`config.mk`:
```
export PLATFORM = sky130hd
export DESIGN_NAME = utf8_sanitize_latin_fold
export DESIGN_NICKNAME = d
export VERILOG_FILES = /design/src/rtl/core/usl_pkg.sv /design/src/rtl/core/usl_front.sv /design/src/rtl/core/usl_queue.sv /design/src/rtl/core/usl_back.sv /design/src/rtl/core/utf8_sanitize_latin_fold.sv
export SDC_FILE = /design/constraint.sdc
export NUM_CORES = 1
export LEC_CHECK = 0
export BUFFER_PORTS_ARGS = -buffer_cell sky130_fd_sc_hd__buf_2
export CAP_MARGIN = 20
export CORE_ASPECT_RATIO = 0.9
export CORE_UTILIZATION = 41
export DETAILED_ROUTE_END_ITERATION = 10
export PLACE_DENSITY_LB_ADDON = 0.2
export RECOVER_POWER = 25
export SYNTH_ARGS = -nofsm -noshare
export SYNTH_HDL_FRONTEND = slang
export SYNTH_HIERARCHICAL = 1
export SYNTH_SLANG_ARGS = --single-unit
```
`constraint.sdc`:
```
create_clock -name clock -period 6.1 [get_ports clock]
set_input_delay 0.61 -clock clock [delete_from_list [all_inputs] [get_ports clock]]
set_output_delay 0.61 -clock clock [all_outputs]
set_load 0.01 [all_outputs]
```
`src/rtl/core/usl_pkg.sv`:
```
// ----------------------------------------------------------------------------
// UTF-8 sanitiser package
// Word types, register indexes and byte classification helpers.
// ----------------------------------------------------------------------------
package usl_pkg;

   // register indexes of the configuration port
   localparam logic [1:0] CSR_FOLD_MODE   = 2'd0;
   localparam logic [1:0] CSR_CLIP_ENABLE = 2'd1;
   localparam logic [1:0] CSR_CLIP_LIMIT  = 2'd2;

   localparam logic [7:0]  CHAR_QMARK     = 8'h3F;
   localparam logic [7:0]  LEAD_LATIN     = 8'hC3;
   localparam logic [15:0] CLIP_LIMIT_RST = 16'hFFFF;
   localparam int          QUEUE_DEPTH    = 4;

   typedef struct packed {
      logic [7:0] in_byte;
      logic       string_end;
   } usl_req_type;

   typedef struct packed {
      logic [7:0] out_byte;
      logic       byte_valid;
      logic       run_last;
      logic       text_done;
      logic       non_ascii_seen;
   } usl_rsp_type;

   typedef struct packed {
      logic        fold_mode;
      logic        clip_enable;
      logic [15:0] clip_limit;
   } usl_cfg_type;

   // one burst of results for one accepted byte
   typedef struct packed {
      logic [3:0][7:0] bytes;
      logic [2:0]      count;      // 1..4 results
      logic            byte_valid; // 0 for a bare end marker
      logic            string_end;
      logic            non_ascii;
   } usl_desc_type;

   // sequence length from the lead byte, 0 for a bad lead
   function automatic logic [2:0] usl_seq_len(input logic [7:0] b);
      logic [2:0] n;
      if (b[7] == 1'b0)
         n = 3'd1;
      else if ((b & 8'hE0) == 8'hC0)
         n = 3'd2;
      else if ((b & 8'hF0) == 8'hE0)
         n = 3'd3;
      else if ((b & 8'hF8) == 8'hF0)
         n = 3'd4;
      else
         n = 3'd0;
      return n;
   endfunction

   // plain letter for a C3 continuation byte, 0 where none applies
   function automatic logic [7:0] usl_fold_letter(input logic [7:0] b);
      logic [7:0] c;
      c = 8'h00;
      case (b[4:0])
         5'h00, 5'h01, 5'h02, 5'h03, 5'h04, 5'h05: c = 8'h41; // A
         5'h07:                                    c = 8'h43; // C
         5'h08, 5'h09, 5'h0A, 5'h0B:               c = 8'h45; // E
         5'h0C, 5'h0D, 5'h0E, 5'h0F:               c = 8'h49; // I
         5'h11:                                    c = 8'h4E; // N
         5'h12, 5'h13, 5'h14, 5'h15, 5'h16:        c = 8'h4F; // O
         5'h19, 5'h1A, 5'h1B, 5'h1C:               c = 8'h55; // U
         default:                                  c = 8'h00;
      endcase
      if (b[7:6] != 2'b10)
         c = 8'h00;
      else if (c != 8'h00 && b[5])
         c = c + 8'h20;
      return c;
   endfunction

endpackage

```
`src/rtl/core/usl_front.sv`:
```
// ----------------------------------------------------------------------------
// UTF-8 sanitiser front end
// Takes one byte a cycle while the queue is not full, tracks the open sequence,
// applies fold and clip, and hands a burst of up to four output bytes to the queue.
// ----------------------------------------------------------------------------
module usl_front (
   input  logic                 clock,
   input  logic                 reset,
   input  logic                 req_valid,
   output logic                 req_ready,
   input  usl_pkg::usl_req_type req_data,
   input  usl_pkg::usl_cfg_type cfg,
   input  logic                 q_full,
   output logic                 q_push,
   output usl_pkg::usl_desc_type q_data
);
   import usl_pkg::*;

   logic [7:0]  held_ff [3];
   logic [1:0]  hc_ff, hc_in;
   logic [2:0]  nl_ff, nl_in;
   logic        flag_ff, flag_in;
   logic [15:0] cnt_ff, cnt_in;

   logic            accept;
   logic [7:0]      b;
   logic            fin;
   logic            is_cont;
   logic [2:0]      slen;
   logic [3:0][7:0] cand;
   logic [2:0]      units;
   logic            multi;
   logic            tail;
   logic [7:0]      tail_char;
   logic [2:0]      pre;
   logic            held_we;
   logic [1:0]      held_idx;
   logic [7:0]      fold_c;
   logic            clip_act;
   logic [15:0]     avail;
   logic [2:0]      allowed;
   logic [2:0]      nb;
   logic [16:0]     cnt_sum;
   logic            flag_new;
   logic [15:0]     cnt_new;

   assign req_ready = !q_full;
   assign accept    = req_valid && !q_full;
   assign b         = req_data.in_byte;
   assign fin       = req_data.string_end;
   assign is_cont   = (b[7:6] == 2'b10);
   assign slen      = usl_seq_len(b);
   assign fold_c    = usl_fold_letter(b);

   // sequence tracking: candidate bytes and number of units
   always_comb begin
      cand      = {4{CHAR_QMARK}};
      units     = 3'd0;
      multi     = 1'b0;
      tail      = 1'b0;
      tail_char = CHAR_QMARK;
      pre       = 3'd0;
      held_we   = 1'b0;
      held_idx  = 2'd0;
      hc_in     = 2'd0;
      nl_in     = 3'd0;
      if (hc_ff == 2'd0 || !is_cont) begin
         // new lead, after flushing any broken sequence
         pre = {1'b0, hc_ff};
         if (slen == 3'd1) begin
            tail      = 1'b1;
            tail_char = b;
         end else if (slen == 3'd0) begin
            tail = 1'b1;
         end else if (fin) begin
            tail = 1'b1;   // lead truncated at string end
         end else begin
            held_we = 1'b1;
            hc_in   = 2'd1;
            nl_in   = slen;
         end
         units = pre + {2'b00, tail};
         if (tail)
            cand[pre[1:0]] = tail_char;
      end else if ({1'b0, hc_ff} + 3'd1 == nl_ff) begin
         // sequence complete
         units = 3'd1;
         if (cfg.fold_mode && nl_ff == 3'd2 && held_ff[0] == LEAD_LATIN
             && fold_c != 8'h00) begin
            cand[0] = fold_c;
         end else begin
            multi   = 1'b1;
            cand[0] = held_ff[0];
            cand[1] = held_ff[1];
            cand[2] = held_ff[2];
            cand[hc_ff] = b;
         end
      end else begin
         // more continuation bytes to come, or a flush at string end
         held_we  = 1'b1;
         held_idx = hc_ff;
         if (fin) begin
            units = {1'b0, hc_ff} + 3'd1;
         end else begin
            hc_in = hc_ff + 2'd1;
            nl_in = nl_ff;
         end
      end
   end

   // codepoint clip and counters
   always_comb begin
      clip_act = cfg.clip_enable && !cfg.fold_mode;
      avail    = (cnt_ff >= cfg.clip_limit) ? 16'd0 : (cfg.clip_limit - cnt_ff);
      if (clip_act && avail < {13'd0, units})
         allowed = avail[2:0];
      else
         allowed = units;
      if (multi)
         nb = (allowed != 3'd0) ? nl_ff : 3'd0;
      else
         nb = allowed;
      flag_new = flag_ff || (multi && allowed != 3'd0);
      cnt_sum  = {1'b0, cnt_ff} + {14'd0, allowed};
      cnt_new  = cnt_sum[16] ? 16'hFFFF : cnt_sum[15:0];
      flag_in  = fin ? 1'b0 : flag_new;
      cnt_in   = fin ? 16'd0 : cnt_new;
   end

   // burst word towards the queue
   always_comb begin
      q_push            = accept && (nb != 3'd0 || fin);
      q_data.bytes      = (nb != 3'd0) ? cand : '0;
      q_data.count      = (nb != 3'd0) ? nb : 3'd1;
      q_data.byte_valid = (nb != 3'd0);
      q_data.string_end = fin;
      q_data.non_ascii  = flag_new;
   end

   // control state
   always_ff @(posedge clock) begin
      if (reset) begin
         hc_ff   <= 2'd0;
         nl_ff   <= 3'd0;
         flag_ff <= 1'b0;
         cnt_ff  <= 16'd0;
      end else if (accept) begin
         hc_ff   <= hc_in;
         nl_ff   <= nl_in;
         flag_ff <= flag_in;
         cnt_ff  <= cnt_in;
      end
   end

   // held sequence bytes, no reset
   always_ff @(posedge clock) begin
      if (accept && held_we)
         held_ff[held_idx] <= b;
   end

endmodule

```
`src/rtl/core/usl_queue.sv`:
```
// ----------------------------------------------------------------------------
// UTF-8 sanitiser burst queue
// Short first-in first-out store of burst words between front and back.
// ----------------------------------------------------------------------------
module usl_queue (
   input  logic                  clock,
   input  logic                  reset,
   input  logic                  push,
   input  usl_pkg::usl_desc_type push_data,
   output logic                  full,
   input  logic                  pop,
   output logic                  empty,
   output usl_pkg::usl_desc_type head
);
   import usl_pkg::*;

   localparam int PtrW = $clog2(QUEUE_DEPTH);

   usl_desc_type    mem_ff [QUEUE_DEPTH];
   logic [PtrW-1:0] wr_ff, wr_in;
   logic [PtrW-1:0] rd_ff, rd_in;
   logic [PtrW:0]   cnt_ff, cnt_in;

   assign full  = (cnt_ff == (PtrW+1)'(QUEUE_DEPTH));
   assign empty = (cnt_ff == '0);
   assign head  = mem_ff[rd_ff];

   // pointer and fill updates
   always_comb begin
      wr_in  = push ? wr_ff + PtrW'(1) : wr_ff;
      rd_in  = pop ? rd_ff + PtrW'(1) : rd_ff;
      cnt_in = cnt_ff + (PtrW+1)'(push) - (PtrW+1)'(pop);
   end

   always_ff @(posedge clock) begin
      if (reset) begin
         wr_ff  <= '0;
         rd_ff  <= '0;
         cnt_ff <= '0;
      end else begin
         wr_ff  <= wr_in;
         rd_ff  <= rd_in;
         cnt_ff <= cnt_in;
      end
   end

   // storage
   always_ff @(posedge clock) begin
      if (push)
         mem_ff[wr_ff] <= push_data;
   end

endmodule

```
`src/rtl/core/usl_back.sv`:
```
// ----------------------------------------------------------------------------
// UTF-8 sanitiser back end
// Unpacks each burst word into single result words behind an output register.
// ----------------------------------------------------------------------------
module usl_back (
   input  logic                  clock,
   input  logic                  reset,
   input  logic                  q_empty,
   input  usl_pkg::usl_desc_type q_head,
   output logic                  q_pop,
   output logic                  rsp_valid,
   input  logic                  rsp_ready,
   output usl_pkg::usl_rsp_type  rsp_data
);
   import usl_pkg::*;

   logic [1:0]  idx_ff, idx_in;
   logic        valid_ff, valid_in;
   usl_rsp_type data_ff, data_in;
   logic        load;
   logic        last;

   assign load = !q_empty && (!valid_ff || rsp_ready);
   assign last = ({1'b0, idx_ff} + 3'd1 == q_head.count);

   // next result word
   always_comb begin
      q_pop   = load && last;
      idx_in  = idx_ff;
      data_in = data_ff;
      if (load) begin
         idx_in                 = last ? 2'd0 : idx_ff + 2'd1;
         data_in.out_byte       = q_head.bytes[idx_ff];
         data_in.byte_valid     = q_head.byte_valid;
         data_in.run_last       = last;
         data_in.text_done      = last && q_head.string_end;
         data_in.non_ascii_seen = last && q_head.string_end && q_head.non_ascii;
      end
      if (load)
         valid_in = 1'b1;
      else if (rsp_ready)
         valid_in = 1'b0;
      else
         valid_in = valid_ff;
   end

   always_ff @(posedge clock) begin
      if (reset) begin
         idx_ff   <= 2'd0;
         valid_ff <= 1'b0;
      end else begin
         idx_ff   <= idx_in;
         valid_ff <= valid_in;
      end
   end

   // output payload, no reset
   always_ff @(posedge clock) begin
      data_ff <= data_in;
   end

   assign rsp_valid = valid_ff;
   assign rsp_data  = data_ff;

endmodule

```
`src/rtl/core/utf8_sanitize_latin_fold.sv`:
```
// ----------------------------------------------------------------------------
// UTF-8 sanitiser with Latin-1 fold
// Streaming UTF-8 cleaner: bad bytes become '?', optional accent fold and
// optional per-string codepoint clip.
// ----------------------------------------------------------------------------
//  port group | direction | word                 | handshake
//  req_*      | in        | byte + string end    | req_valid / req_ready
//  rsp_*      | out       | one result byte      | rsp_valid / rsp_ready
//  csr_*      | in        | index + write data   | csr_valid / csr_ready
//
//  A byte is taken every cycle while the four-word burst queue has room.
//  Each byte yields 0 to 4 results; the back end sends one per cycle while
//  rsp_ready is high, so the sustained rate is one byte per cycle while bursts
//  stay at one result. Results pass the queue, then the back end's output register.
//  Synchronous reset clears sequence state, counters and the queue.
//  Either side may stall freely; the queue decouples them.
// ----------------------------------------------------------------------------
module utf8_sanitize_latin_fold (
   input  logic                 clock,
   input  logic                 reset,
   input  logic                 req_valid,
   output logic                 req_ready,
   input  usl_pkg::usl_req_type req_data,
   output logic                 rsp_valid,
   input  logic                 rsp_ready,
   output usl_pkg::usl_rsp_type rsp_data,
   input  logic                 csr_valid,
   output logic                 csr_ready,
   input  logic [1:0]           csr_index,
   input  logic [15:0]          csr_wdata
);
   import usl_pkg::*;

   usl_cfg_type  cfg_ff, cfg_in;
   logic         q_full;
   logic         q_push;
   usl_desc_type q_wdata;
   logic         q_pop;
   logic         q_empty;
   usl_desc_type q_head;

   // configuration registers
   assign csr_ready = 1'b1;

   always_comb begin
      cfg_in = cfg_ff;
      if (csr_valid) begin
         case (csr_index)
            CSR_FOLD_MODE:   cfg_in.fold_mode   = csr_wdata[0];
            CSR_CLIP_ENABLE: cfg_in.clip_enable = csr_wdata[0];
            CSR_CLIP_LIMIT:  cfg_in.clip_limit  = csr_wdata;
            default:         cfg_in = cfg_ff;
         endcase
      end
   end

   always_ff @(posedge clock) begin
      if (reset) begin
         cfg_ff.fold_mode   <= 1'b0;
         cfg_ff.clip_enable <= 1'b0;
         cfg_ff.clip_limit  <= CLIP_LIMIT_RST;
      end else begin
         cfg_ff <= cfg_in;
      end
   end

   usl_front u_front (
      .clock     (clock),
      .reset     (reset),
      .req_valid (req_valid),
      .req_ready (req_ready),
      .req_data  (req_data),
      .cfg       (cfg_ff),
      .q_full    (q_full),
      .q_push    (q_push),
      .q_data    (q_wdata)
   );

   usl_queue u_queue (
      .clock     (clock),
      .reset     (reset),
      .push      (q_push),
      .push_data (q_wdata),
      .full      (q_full),
      .pop       (q_pop),
      .empty     (q_empty),
      .head      (q_head)
   );

   usl_back u_back (
      .clock     (clock),
      .reset     (reset),
      .q_empty   (q_empty),
      .q_head    (q_head),
      .q_pop     (q_pop),
      .rsp_valid (rsp_valid),
      .rsp_ready (rsp_ready),
      .rsp_data  (rsp_data)
   );

endmodule

```
==> impl_metrics.py, run 1 <==
metrics = {
    "place": {
        "preCtsSetupSlack_ns": 0.214,
        "dp_cells": 1279,
        "io_buffers": 45,
        "gp_congestion": 0.881,
        "dpl.hpwl_um": 17300,
        "placed_area_um2": 12300,
    },
    "detailed_routing": {
        "wirelength_um": 26100,
        "drt_iter0_markers": 595,
        "wire_per_inst_um": 19.6,
        "drc": 0,
        "vias": 7493,
        "dr.pass1.iters": 7,
        "ant_nets": 0,
        "viasPerCell": 5.63,
    },
    "floorplanning": {
        "start_util_pct": 41.9,
        "die_h_um": 163,
        "ioPinCount": 47,
        "coreArea_um2": 28100,
        "rows": 58,
        "dieArea_um2": 29400,
        "die_w_um": 181,
    },
    "yosys": {
        "synth-main-ff-cell": "edfxtp_1",
        "synthCells": 903,
        "synthArstFlopShare_pct": 0,
        "syn_area_per_cell_um2": 13.0,
        "synth_fp_nets": 971,
        "ys_top_cells_by_area": "edfxtp_1 48%, dfxtp_1 8.8%, mux4_2 7.3%",
        "synth.distinct_cells": 98,
        "synth-seq-cells": 240,
        "ys_seq_area_share_pct": 56.8,
        "synth_top_area_share_pct": 47.9,
        "synth_edf_count": 188,
        "yosysTopAreaCell": "edfxtp_1",
        "synth_area_um2": 11800,
        "synth_warnings": 6,
    },
    "timing": {
        "drv_slew": 75,
        "setup_viol": 0,
        "slew_headroom_pct": -100,
        "setup_tns_ns": 0,
        "worst_pin_slew_ns": 3.00,
        "fin_ws_ns": 0.389,
        "fin_crit_sh_pct": 93.6,
        "timing.fmax_mhz": 175,
        "holdWs_ns": 0.322,
        "fin_skew_ns": 0.00867,
        "hold_viol_final": 0,
        "fin_crit_ns": 5.71,
    },
    "cts": {
        "h-tree-depth": 1,
        "cts_tree": "built",
        "clock_latency_ns": 0.55,
        "clock-sinks": 240,
        "clockBufferDepth": 3,
        "numCtsBuffers": 27,
        "cts_root_buf": "clkbuf_16",
        "clkTransAtPathRegs_ns": 0.06,
    },
    "finish": {
        "insertedDiodeCount": 0,
        "nets": 1017,
        "area_growth_pct": 11.5,
        "fin_cells": 1330,
        "drive_above_1_share_pct": 16.6,
        "fin_area_um2": 13100,
    },
    "global_routing": {
        "grt_overflow_total": 0,
        "grt_pass1_vias": 7243,
        "grt_pass1_wl_um": 41000,
        "grt_max_degree": 71,
        "track_usage_pct": 17.7,
        "antenna_found_initial": 0,
    },
    "worst_hold_path": {
        "hold_class": "in -> reg",
        "min_from": "csr_wdata[13]",
        "holdPathEnd": "cfg_ff[13]",
        "hold_depth": 3,
    },
    "pwr": {
        "p_leak_nw": 4.23,
        "peakVddDrop_mv": 0.157,
        "powerDensity_nw_per_um2": 362,
    },
    "worst_setup_path": {
        "cp.arrival_ns": 6.17,
        "cpMostUsedCell": "nor2_1",
        "ff2ff_setup_slack_ns": 0.39,
        "r2r-start": "u_front/cnt_ff[0]",
        "rr_endpoint": "u_front/cnt_ff[4]",
        "crit_family": "simple AND/OR/NAND/NOR gates",
        "critPathSlowestCell": "fa_1",
        "critPathKind": "reg -> reg",
        "worstPathRequired_ns": 6.56,
        "rr_worst_depth": 27,
        "max_stage_delay_ns": 0.44,
        "critPathCaptureType": "flop",
        "crit_fanout": 5,
        "worstSetupStartpointType": "flop",
        "cp_num_buf_inv": 3,
    },
    "run_status": {
        "violations": "max-capacitance violations, max-slew violations",
        "status": "finished, violations left",
    },
    "job": {
        "maxCapViolCount": 2,
    },
}
==> registers in the layout (all words and copies together) (netlist names), 3 cells and up, named ones only <==
| signal | count |
|---|---|
| u_queue/cnt_ff | 3 |
| cfg_ff | 18 |
| u_front/held_ff | 24 |
| u_queue/mem_ff | 152 |
| u_front/cnt_ff | 16 |
| u_back/rsp_data | 12 |
| u_front/nl_ff | 3 |
==> cell usage in the layout (no fill, tap or decap), types with 5 or more instances in the layout <==
master,synthesis,layout
xnor2_1,9,9
nor3_1,23,24
buf_2,4,21
clkbuf_16,0,28
mux4_2,38,38
nor3b_1,5,5
a21o_1,5,5
nand3b_1,5,5
mux2i_1,23,23
nand2_1,31,29
clkbuf_1,19,37
inv_1,38,38
nand3_1,22,21
buf_4,7,8
nor2_1,111,110
o22ai_1,15,15
and2_2,3,7
clkinv_2,0,5
o21ai_0,23,21
dfxtp_1,52,51
edfxtp_1,188,188
nand2b_1,12,12
xor2_1,6,6
a21oi_1,51,51
a31oi_1,13,13
and3_1,7,7
mux4_1,8,8
clkinv_1,1,8
a211oi_1,7,7
o21a_1,5,5
ha_1,33,33
nor2b_1,8,8
a311oi_1,5,5
==> per-layer routing <==
layer | track usage, % | share of wire (%)
met3 | 2.97 | 5.0
met1 | 25.8 | 47
met4 | 5.21 | 2.6
met5 | 0 | 0
met2 | 27.3 | 45
==> tightest hold or removal path, cell delays in order <==
cell and delay [ns]:
buf_2 0.08, nor2_1 0.03, mux2i_1 0.11
==> cell families after synthesis <==
family | share of synthesized area [%]
AOI/OAI and AO/OA | 10.8
xor gates and xnor gates | 1.32
adders and majority gates | 4.10
buffers and inverters | 4.26
DFF | 56.8
muxes | 11.0
other | 0.0318
and+or+nand+nor | 11.7
==> how the worst max path moves through the flow <==
stage / slack, ns / end / start / depth (start not counted)
3_5_place_dp: 0.21 / u_front/cnt_ff[11] / u_front/cnt_ff[0] / 25
2_1_floorplan: 1.00 / u_queue/mem_ff[0][0] / u_front/cnt_ff[0] / 19
6_report: 0.39 / u_front/cnt_ff[4] / u_front/cnt_ff[0] / 27
5_1_grt: -0.05 / u_front/cnt_ff[4] / u_front/cnt_ff[0] / 27
4_1_cts: 0.17 / u_front/cnt_ff[5] / u_front/cnt_ff[0] / 25
3_3_place_gp: 0.48 / u_front/cnt_ff[1] / u_front/cnt_ff[0] / 25
==> Yosys cell counts, types with 6 or more instances <==
| master | n |
|---|---|
| buf_4 | 7 |
| a31oi_1 | 13 |
| buf_6 | 9 |
| a21oi_1 | 51 |
| mux4_1 | 8 |
| clkbuf_1 | 19 |
| a211oi_1 | 7 |
| mux4_2 | 38 |
| dfxtp_1 | 52 |
| ha_1 | 33 |
| nand2_1 | 31 |
| nor3_1 | 23 |
| nor2_1 | 111 |
| xor2_1 | 6 |
| inv_1 | 38 |
| and2_1 | 9 |
| nor2b_1 | 8 |
| edfxtp_1 | 188 |
| o22ai_1 | 15 |
| mux2i_1 | 23 |
| nand2b_1 | 12 |
| o21ai_0 | 23 |
| and3_1 | 7 |
| xnor2_1 | 9 |
| nand3_1 | 22 |
==> layout make-up <==
cell class	instances	area, µm²
tap	360	450
inverter	40	150
timing repair buffer	64	362
clock buffer	34	723
clock inverter	16	116
fill	2513	15000
sequential	240	6690
multi-input combinational	576	4640
==> power breakdown <==
part	total [W]	leakage [nW]	switching, W	internal [W]
Sequential	0.00216	2.13	0.0000959	0.00206
Combinational	0.00106	1.70	0.000579	0.000479
Clock	0.00153	0.407	0.000651	0.000883
Total	0.00475	4.23	0.00133	0.00343
==> repair_timing <==
item                                    in CTS  in global routing
buffers inserted                             0                  1
endpoints found under the setup margin       0                 14
hold buffers                                 0                  0
resized for setup                            0                 12
==> metrics by stage <==
step,total power [W],utilization [%]
floorplan,0.00299,-
global placement,0.00326,43.8
detailed placement,0.00328,43.8
CTS,0.00482,46.8
global route,0.00499,46.8
finish,0.00475,46.8
Note: power is estimated with default switching activity, not from simulation.
==> run 2, diff against run 1 <==
CELL_PAD_IN_SITES_DETAIL_PLACEMENT = 1   (was not set)
CELL_PAD_IN_SITES_GLOBAL_PLACEMENT = 1   (was not set)
==> run 2 against run 1 <==
  * The flow still finishes with violations (max-capacitance violations, max-slew violations)
  * Core utilization is 0.29 points lower
  * Worst setup slack better by 0.11 ns
  * Sequential power hardly changed
  * Sequential share of layout area is 0.32 points higher
  * Global-route usage is 1.8 points higher
  * Largest cell class unchanged
==> impl_metrics.py, run 2 (synthesis gave the netlist of run 1 again) <==
metrics = {
    "floorplanning": {
        "ioPinCount": 47,
        "start_util_pct": 41.9,
        "rows": 58,
        "die_w_um": 181,
        "die_h_um": 163,
        "dieArea_um2": 29400,
        "coreArea_um2": 28100,
    },
    "finish": {
        "area_growth_pct": 10.8,
        "insertedDiodeCount": 0,
        "mostFrequentLayoutCell": "edfxtp_1",
        "layout_common_cells": "188 x edfxtp_1, 110 x nor2_1, 51 x dfxtp_1, 51 x a21oi_1",
        "nets": 1017,
        "largest_register_ff_count": 152,
        "drive_above_1_share_pct": 16.4,
        "largest_registers": "u_queue/mem_ff: 152 flops, u_front/held_ff: 24 flops, cfg_ff: 18 flops",
        "fin_area_um2": 13100,
        "post-route-util_pct": 46.5,
        "regMostFlops": "u_queue/mem_ff",
    },
    "detailed_routing": {
        "drt_iter0_markers": 598,
        "vias": 7487,
        "wire_per_inst_um": 21.4,
        "wl_met3_um": 1130,
        "wl_met1_um": 14800,
        "routed.top_layer": "met4",
        "wirelength_um": 28500,
        "wl_met2_um": 12100,
        "dr.pass1.iters": 5,
        "ant_nets": 0,
        "viasPerCell": 5.63,
        "drc": 0,
    },
    "global_routing": {
        "track_usage_pct": 19.6,
        "grt_max_degree": 39,
        "grt_overflow_total": 0,
        "antenna_found_initial": 0,
        "grt_pass1_vias": 7633,
        "grt_pass1_wl_um": 44600,
    },
    "cts": {
        "clock-sinks": 240,
        "numCtsBuffers": 27,
        "h-tree-depth": 1,
        "cts_tree": "built",
        "clockBufferDepth": 3,
        "clock_latency_ns": 0.55,
        "clkTransAtPathRegs_ns": 0.06,
        "cts_root_buf": "clkbuf_16",
    },
    "place": {
        "placed_area_um2": 12200,
        "preCtsSetupSlack_ns": 0.174,
        "gp_congestion": 0.799,
        "dpl.hpwl_um": 19200,
        "io_buffers": 45,
    },
    "worst_setup_path": {
        "worstPathRequired_ns": 6.45,
        "ff2ff_setup_slack_ns": 0.50,
        "critPathCaptureType": "flop",
        "r2r-start": "u_front/cnt_ff[0]",
        "rr_worst_depth": 25,
        "worstSetupStartpointType": "flop",
        "crit_fanout": 5,
        "critPathKind": "reg -> reg",
        "cp.arrival_ns": 5.95,
        "rr_endpoint": "u_front/cnt_ff[5]",
    },
    "timing": {
        "fin_crit_ns": 5.60,
        "setup_viol": 0,
        "hold_viol_final": 0,
        "setup_tns_ns": 0,
        "slew_headroom_pct": -43.0,
        "fin_skew_ns": 0.0132,
        "fin_ws_ns": 0.499,
        "drv_slew": 62,
        "worst_pin_slew_ns": 2.14,
        "fin_crit_sh_pct": 91.8,
        "rsz0062_at_grt": "no",
        "timing.fmax_mhz": 179,
    },
    "worst_hold_path": {
        "hold_class": "in -> reg",
        "min_from": "csr_wdata[2]",
        "holdPathEnd": "cfg_ff[2]",
        "hold_depth": 3,
    },
    "pwr": {
        "switching_share_pct": 28.8,
        "powerDensity_nw_per_um2": 364,
        "pwr-share-comb_pct": 21.9,
        "p_total_w": 0.00476,
        "peakVddDrop_mv": 0.195,
        "switching_power_w": 0.00137,
        "power_frac_seq_pct": 45.9,
        "p_leak_nw": 4.22,
        "p_int_w": 0.00339,
        "pwr-share-clk_pct": 32.2,
    },
    "run_status": {
        "status": "finished, violations left",
        "violations": "max-capacitance violations, max-slew violations",
    },
    "job": {
        "maxCapViolCount": 2,
    },
}
## run 2: cell count changes in the layout (fill, tap and decap cells not counted), sizes merged
cell | before | now
clkinv | 13 | 11
inv | 40 | 42
## run 2: layout make-up
cell class                 count  area [µm²]
clock inverter                16         135
tap                          360         450
timing repair buffer          64         312
clock buffer                  34         702
multi-input combinational    576        4610
inverter                      40         150
sequential                   240        6690
fill                        2891       15000
## run 2: power by group through the flow
stage               clock, W  sequential, W  combinational [W]
finish               0.00153        0.00218            0.00104
global route         0.00162        0.00221            0.00114
CTS                  0.00157        0.00219            0.00107
detailed placement         0        0.00222            0.00107
global placement           0        0.00221            0.00105
floorplan                  0        0.00217           0.000817
## run 2: how the worst max path moves through the flow
stage / startpoint / end / slack, ns / depth (start not counted)
global route: u_front/cnt_ff[0] / u_front/cnt_ff[8] / 0.05 / 27
detailed placement: u_front/cnt_ff[0] / u_front/cnt_ff[11] / 0.17 / 25
global placement: u_front/cnt_ff[0] / u_front/cnt_ff[11] / 0.44 / 25
floorplan: u_front/cnt_ff[0] / u_queue/mem_ff[0][0] / 1.00 / 19
CTS: u_front/cnt_ff[0] / u_front/cnt_ff[11] / 0.17 / 25
finish: u_front/cnt_ff[0] / u_front/cnt_ff[5] / 0.50 / 25
## run 2: what timing repair did
item                                    CTS  global route
gates resized for setup                   0             6
endpoints found under the setup margin    0            13
hold buffers                              0             0
setup buffers                             0             2
## run 2: routing by layer
| metal | global-route usage (%) | up-vias |
|---|---|---|
| met5 | 0 | - |
| met1 | 29.9 | 3742 |
| met3 | 2.62 | 34 |
| li1 | - | 3554 |
| met2 | 29.6 | 157 |
| met4 | 4.16 | 0 |
## run 2: worst max-delay path, cell delays in order (launching register included)
cell       delay [ns]
dfxtp_1          0.37
ha_1             0.18
inv_1            0.05
fa_1             0.43
a211o_1          0.28
o2111ai_1        0.10
a21oi_1          0.13
or3_1            0.43
nand2_1          0.21
nor2_1           0.08
ha_1             0.33
inv_1            0.08
a311oi_4         0.31
a2111oi_2        0.13
a221o_2          0.35
o21a_1           0.23
ha_1             0.33
nor2b_1          0.14
o21ai_1          0.30
nor2_1           0.10
nand3_1          0.17
nor2_2           0.08
nor2_1           0.25
nand3_1          0.11
a21oi_1          0.17
nor3_1           0.06
## run 2: per-stage QoR
step	hold WS, ns	cells
floorplan	0.419	903
global placement	0.433	1278
detailed placement	0.444	1278
CTS	0.313	1328
global route	0.334	1330
finish	0.332	1330
